[config.mk]
export PLATFORM = sky130hd
export DESIGN_NAME = bswhc_ctrl
export DESIGN_NICKNAME = d
export VERILOG_FILES = /design/src/rtl/bswhc_pkg.sv /design/src/rtl/bswhc_ctrl.sv
export SDC_FILE = /design/constraint.sdc
export NUM_CORES = 1
export LEC_CHECK = 0
export BUFFER_PORTS_ARGS = -buffer_cell sky130_fd_sc_hd__buf_2
export CELL_PAD_IN_SITES_DETAIL_PLACEMENT = 1
export CELL_PAD_IN_SITES_GLOBAL_PLACEMENT = 1
export CORE_MARGIN = 2
export CORE_UTILIZATION = 34
export DETAILED_ROUTE_END_ITERATION = 8
export GPL_TIMING_DRIVEN = 0
export MAX_ROUTING_LAYER = met4
export PLACE_DENSITY_LB_ADDON = 0.1
export SLEW_MARGIN = 20
export SYNTH_ARGS = -nofsm -noshare
export SYNTH_HDL_FRONTEND = slang
export SYNTH_SLANG_ARGS = --single-unit
[constraint.sdc]
create_clock -name clock -period 1.89 [get_ports clock]
set_input_delay 0.189 -clock clock [delete_from_list [all_inputs] [get_ports clock]]
set_output_delay 0.189 -clock clock [all_outputs]
set_load 0.005 [all_outputs]
[src/rtl/bswhc_pkg.sv]
`timescale 1ns / 1ps
// Shared types and constants for the bucketed sliding-window hit counter.
// Used by the controller, the datapath and the top level; depends on nothing.

package bswhc_pkg;

   localparam int WINDOW_DEFAULT = 256;

   localparam int TIME_W  = 31;
   localparam int COUNT_W = 16;
   localparam int SUM_W   = 24;
   localparam int ENTRY_W = TIME_W + COUNT_W;

   localparam logic [COUNT_W-1:0] COUNT_MAX = {COUNT_W{1'b1}};
   localparam logic [SUM_W-1:0]   SUM_MAX   = {SUM_W{1'b1}};

   // Slot remainder: a reciprocal multiply, then a short multiply and subtract.
   localparam int MOD_STEPS = 2;
   localparam int MOD_CW    = $clog2(MOD_STEPS);

   localparam logic OP_HIT   = 1'b0;
   localparam logic OP_QUERY = 1'b1;

   typedef struct packed {
      logic clr_write;
      logic load_req;
      logic mod_step;
      logic hit_read;
      logic hit_write;
      logic scan_read;
      logic idx_advance;
      logic rsp_load;
   } ctl_cmd_type;

   typedef struct packed {
      logic idx_last;
      logic mod_last;
   } dp_status_type;

endpackage

[src/rtl/bswhc_ctrl.sv]
`timescale 1ns / 1ps
// Sequencing state machine of the hit counter: clearing pass, hit update, query scan.
// Depends on bswhc_pkg for the command and status structs.

module bswhc_ctrl
   import bswhc_pkg::*;
(
   input  logic          clock,
   input  logic          reset,
   input  logic          req_valid,
   input  logic          req_op,
   output logic          req_stall,
   input  logic          rsp_stall,
   output logic          rsp_valid,
   input  dp_status_type status,
   output ctl_cmd_type   cmd
);

   typedef enum logic [7:0] {
      ST_CLEAR   = 8'b0000_0001,
      ST_IDLE    = 8'b0000_0010,
      ST_MOD     = 8'b0000_0100,
      ST_HIT_RD  = 8'b0000_1000,
      ST_HIT_WR  = 8'b0001_0000,
      ST_SCAN    = 8'b0010_0000,
      ST_DRAIN   = 8'b0100_0000,
      ST_DELIVER = 8'b1000_0000
   } state_type;

   state_type state_ff;
   state_type state_in;
   logic      rsp_valid_ff;
   logic      rsp_valid_in;
   logic      out_free;

   assign out_free  = !rsp_valid_ff || !rsp_stall;
   assign req_stall = (state_ff != ST_IDLE);
   assign rsp_valid = rsp_valid_ff;

   always_comb begin
      state_in = state_ff;
      cmd      = '0;
      unique case (state_ff)
         ST_CLEAR: begin
            cmd.clr_write   = 1'b1;
            cmd.idx_advance = 1'b1;
            if (status.idx_last) begin
               state_in = ST_IDLE;
            end
         end
         ST_IDLE: begin
            if (req_valid) begin
               cmd.load_req = 1'b1;
               state_in     = (req_op == OP_QUERY) ? ST_SCAN : ST_MOD;
            end
         end
         ST_MOD: begin
            cmd.mod_step = 1'b1;
            if (status.mod_last) begin
               state_in = ST_HIT_RD;
            end
         end
         ST_HIT_RD: begin
            cmd.hit_read = 1'b1;
            state_in     = ST_HIT_WR;
         end
         ST_HIT_WR: begin
            cmd.hit_write = 1'b1;
            state_in      = ST_IDLE;
         end
         ST_SCAN: begin
            cmd.scan_read   = 1'b1;
            cmd.idx_advance = 1'b1;
            if (status.idx_last) begin
               state_in = ST_DRAIN;
            end
         end
         ST_DRAIN: begin
            state_in = ST_DELIVER;
         end
         ST_DELIVER: begin
            // hold the sum until the output register frees up
            if (out_free) begin
               cmd.rsp_load = 1'b1;
               state_in     = ST_IDLE;
            end
         end
         default: begin
            state_in = ST_CLEAR;
         end
      endcase
   end

   always_comb begin
      priority if (cmd.rsp_load) begin
         rsp_valid_in = 1'b1;
      end else if (!rsp_stall) begin
         rsp_valid_in = 1'b0;
      end else begin
         rsp_valid_in = rsp_valid_ff;
      end
   end

   always_ff @(posedge clock) begin
      if (reset) begin
         state_ff     <= ST_CLEAR;
         rsp_valid_ff <= 1'b0;
      end else begin
         state_ff     <= state_in;
         rsp_valid_ff <= rsp_valid_in;
      end
   end

endmodule

Word level (Yosys, flattened, before mapping)
Index checks and enable logic that the tools add are counted.

Register bits after elaboration: 9. Word-level logic and storage cells: 41. Bits of input ports: 7. Output and inout bits: 10.

Multiplexer cells: 19. Reductions and logical operators: 5. Equality and inequality tests: 15.

Operator list (number): one-hot mux 8 bit (8 select lines) (1); 2-to-1 mux 8 bit (5); 2-to-1 mux 1 bit (12); != test 2 bit (second input constant) (5); == test 8 x 1 -> 1 bit (second input constant) (1); == test 8 x 2 -> 1 bit (second input constant) (1); == test 8 x 3 -> 1 bit (second input constant) (1); == test 8 x 4 -> 1 bit (second input constant) (1); == test 8 x 5 -> 1 bit (second input constant) (1); == test 8 x 6 -> 1 bit (second input constant) (1); == test 8 x 7 -> 1 bit (second input constant) (1); == test 8 bit (second input constant) (1); != test 8 x 2 -> 1 bit (second input constant) (1); 2-to-1 mux 6 bit (1); AND reduction 5 bit (1); logical NOT 1 bit (2); != test 2 x 1 -> 1 bit (second input constant) (1); OR reduction 2 bit (1); logical OR 1 bit (1).

Logic depth before layout (Yosys ltp)
Depth after elaboration: 5. Depth in mapped cells: 7. Gate-level depth less buffers: 6.

Worst setup path after synthesis
Ideal clock, no wire load.

Path type: register to register. Start point: register state_ff[6]. End point: register state_ff[3]. Path buffers: 1. Data required time: 1.774 ns. Slack: 0.363 ns. Library setup time: 0.116 ns. Cell stages (with the launch flop): 7. Clock period less this slack: 1.527 ns. Data arrival time: 1.412 ns. Cells stage by stage: dfxtp_1 clkbuf_2 or4b_1 o32a_1 nor2_2 nor3_1 and3_1.

Cells in the longest elaborated chain, start to end: 3. Elaborated cells on any way between the ends: 15. Those cells by class: eq/ne: 13; mux: 1; reduce/logical: 1.

RTL lines: start, declared (RTL line bswhc_ctrl.sv:30) `state_type state_ff;`; start signal, assigned (RTL line bswhc_ctrl.sv:109) `state_ff <= state_in;`; == test 8 bit, or another cell as far along (RTL line bswhc_ctrl.sv:43) `unique case (state_ff)`; != test 2 bit (no line); AND reduction 5 bit (no line).

Parallel ways exist; a longest one is shown, timed or not. A chain may end at the register's enable or synchronous reset.

==> impl_results.md <==
- Status: finished clean
- Cells after synthesis: 69
- Gr usage total: between 10% and 20%
- Final period util: 93.01%
- Combinational power share: 37.9%
- Vias per cell: 5.724
- Vias: 601
- Area Overhead vs Synth: 27.11%
- Placed Cells: 101
- CP Buf/Inv Count: 2
- Post-Synth XOR/XNOR Area: between 1.5 and 2%
- CTS buffer count: 3
- Setup crit start kind: flop
- Area after DPL: roughly 660 sq um
- Critical path's top delay family: simple AND/OR/NAND/NOR gates
- Largest net degree at the start of global routing: 11
- Die Wd: 44.70 um
- Clock Pin Slew Worst Setup and Hold Paths: 0.07 ns
- Clock power share: ~26%
- Largest family of logic cells by synthesized area: simple AND/OR/NAND/NOR gates
- Syn avg cell area: 8.160 sq um
- Overall power: 604.6 uW
- Gr ovfl total: 0
- Core Box Area: ~1500 sq um
- Fraction of the mapped netlist area in adder cells: 0%
- Fmax: 568.8 MHz
- CTS Root Cell: clkbuf_4
- Drt total wl: 1614 um
- Crit-path cells: nor4_4 > and4b_4 > nand2_1 > inv_1 > buf_2
- Number of synthesis warnings: 0
- Worst-Skew Late Latency: around 0.26 ns
- Max-cap violations: 0
- Period minus WS final: 1.758 ns
- H-tree Lvls: 1
- Post-synth cell types: 33
- Global-route wire length before repair: 2525 um
- HPWL Detailed: about 1200 um
- Routability cong.: 0.7318
- Final Hold Vio Count: 0
- Worst path arrival time: ~1.6 ns
- Maximum vdd drop: around 0.32 mV
- DR DRC count: 0
- IO Port Bufs: 16
- Core Rows: 14
- Pint: 383.9 uW
- Final worst setup slack: 0.1321 ns
- Complex-gate fraction of the synthesized area: 9.111%
- Antenna Nets Post-Route: 0
- Design area: 715.7 sq um
- Ys async rst share: 0%
- Largest fanout on the critical path: 8
- Share of cells above drive strength 1: 37.08%
- Non-Filler Instances: 105
- Hold Crit Class: input pin to flop
- Post-synthesis instance area: 563.0 sq um
- Commonest non-fill, non-tap cell in the layout: buf_2
- Setup crit end kind: primary output
- WP data required: ~1.7 ns
- Register area share after synthesis: 32.00%
- Main synth FF type: dfxtp_1
- Diode count: 0
- CTS tree: done
- Worst Max-Slew Pin Slew: 0.3758 ns
- Slew Limit Fails: 0
- Worst slew margin: between 70 and 80%
- Most frequent cells in the layout: 17 x buf_2, 8 x and3_1, 8 x dfxtp_1
- Endpoints failing setup: 0
- Critical path start-end classification: flop to primary output
- Syn_nets: 76
- WL/cell: approximately 15 um
- Setup TNS: 0 ns
- Initial DRT Pass Iterations: 4
- Seq pwr share: 36.3%
- Post-synthesis simple-gate area fraction: a little under 50%
- Post-synthesis mux area share: 1.778%
- Unrepaired setup endpoints after global routing: false
- Bufs on Longest Clock Path: 2
- Worst Skew: 0.005829 ns
- Register bit total from synthesis: 9
- # nets final: 97
- Initial antenna violation count: 0
- 1st-iter DRT viols: 5
- Chip height: 44.70 um
- Switching power total: around 220 uW
- CTS Sinks: 9
- Max stage delay on crit path: 0.40 ns
- Sw Ratio: a little over a third
- Dpl ws: 0.1404 ns
- Hold buffers post-CTS: 0
- Vias in the first global route: 579
- Initial Utilization: 36.95%
- Pwr dens: between 800 and 900 nW/um^2
- IO Count: 17
- Post-synth EDFFs: 0
- Lkg Pwr: 0.3324 nW
- Slowest cell on the critical path: dfxtp_1
- Die area: ~2000 sq um
-- stage by stage --
step	hold slack (ns)	util, %
finish	0.1564	46.96
global placement	0.4293	43.51
floorplan	0.2581	-
CTS	0.1499	45.89
global route	0.1497	46.96
detailed placement	0.4304	43.51
-- final timing paths --
kind                     from           to  slack (ns)  depth (start not counted)
setup / recovery  state_ff[7]       cmd[6]        0.13                          5
hold / removal      status[0]  state_ff[3]        0.16                          2
setup reg to reg  state_ff[0]  state_ff[6]        0.20                          6
hold reg to reg     rsp_valid    rsp_valid        0.57                          2
-- cell type report --
class                      instances  area [sq um]
fill                             199         808.3
sequential                         9         181.4
inverter                           2         7.507
tap                               16         20.02
clock buffer                       3         22.52
multi-input combinational         54         367.9
timing repair buffer              17         87.58
buffer                             3         23.77
clock inverter                     1         5.005
-- sequential cells by signal (all words and copies together) (netlist names) --
name	cells
rsp_valid	1
state_ff	8
-- logic make-up (layout without fill, tap and decap cells) --
logic type / after synthesis / in the layout
xor gates and xnor gates: 1 / 1
DFF: 9 / 9
buffers and inverters: 6 / 26
and+or+nand+nor: 44 / 44
AOI/OAI and AO/OA: 8 / 8
muxes: 1 / 1
-- power groups by stage --
| stage | sequential, mW | combinational [mW] | clock [mW] |
|---|---|---|---|
| after floorplan | 0.216 | 0.143 | 0 |
| after global placement | 0.218 | 0.207 | 0 |
| after detailed placement | 0.219 | 0.209 | 0 |
| after CTS | 0.217 | 0.214 | 0.162 |
| after global routing | 0.221 | 0.255 | 0.175 |
| final | 0.219 | 0.229 | 0.156 |
-- synthesized netlist by cell type (2+ instances only) --
master / n / share of area (%)
a21oi_1: 3 / 2.7
and3_1: 8 / 8.9
dfxtp_1: 9 / 32
nand2_1: 5 / 3.3
nand3b_1: 2 / 2.7
nand4b_1: 2 / 3.1
nor2_1: 7 / 4.7
nor3_1: 6 / 5.3
nor4_1: 2 / 2.2
or4_1: 2 / 2.7
-- metal layers --
metal / routed length (um) / vias up / track usage [%]
met2: 805 / 11 / 27.83
li1: - / 297 / -
met3: 55 / 2 / 3.600
met5: 0 / - / -
met1: 738 / 291 / 22.36
met4: 15 / 0 / 9.091
-- timing repair --
action                                 in CTS  in global routing
setup endpoints to repair                   2                  3
gates resized for setup                     1                  3
buffers inserted                            0                  1
endpoints found under the hold margin       0                  0
pin swaps                                   0                  1
Note: power is estimated with default switching activity, not from simulation.
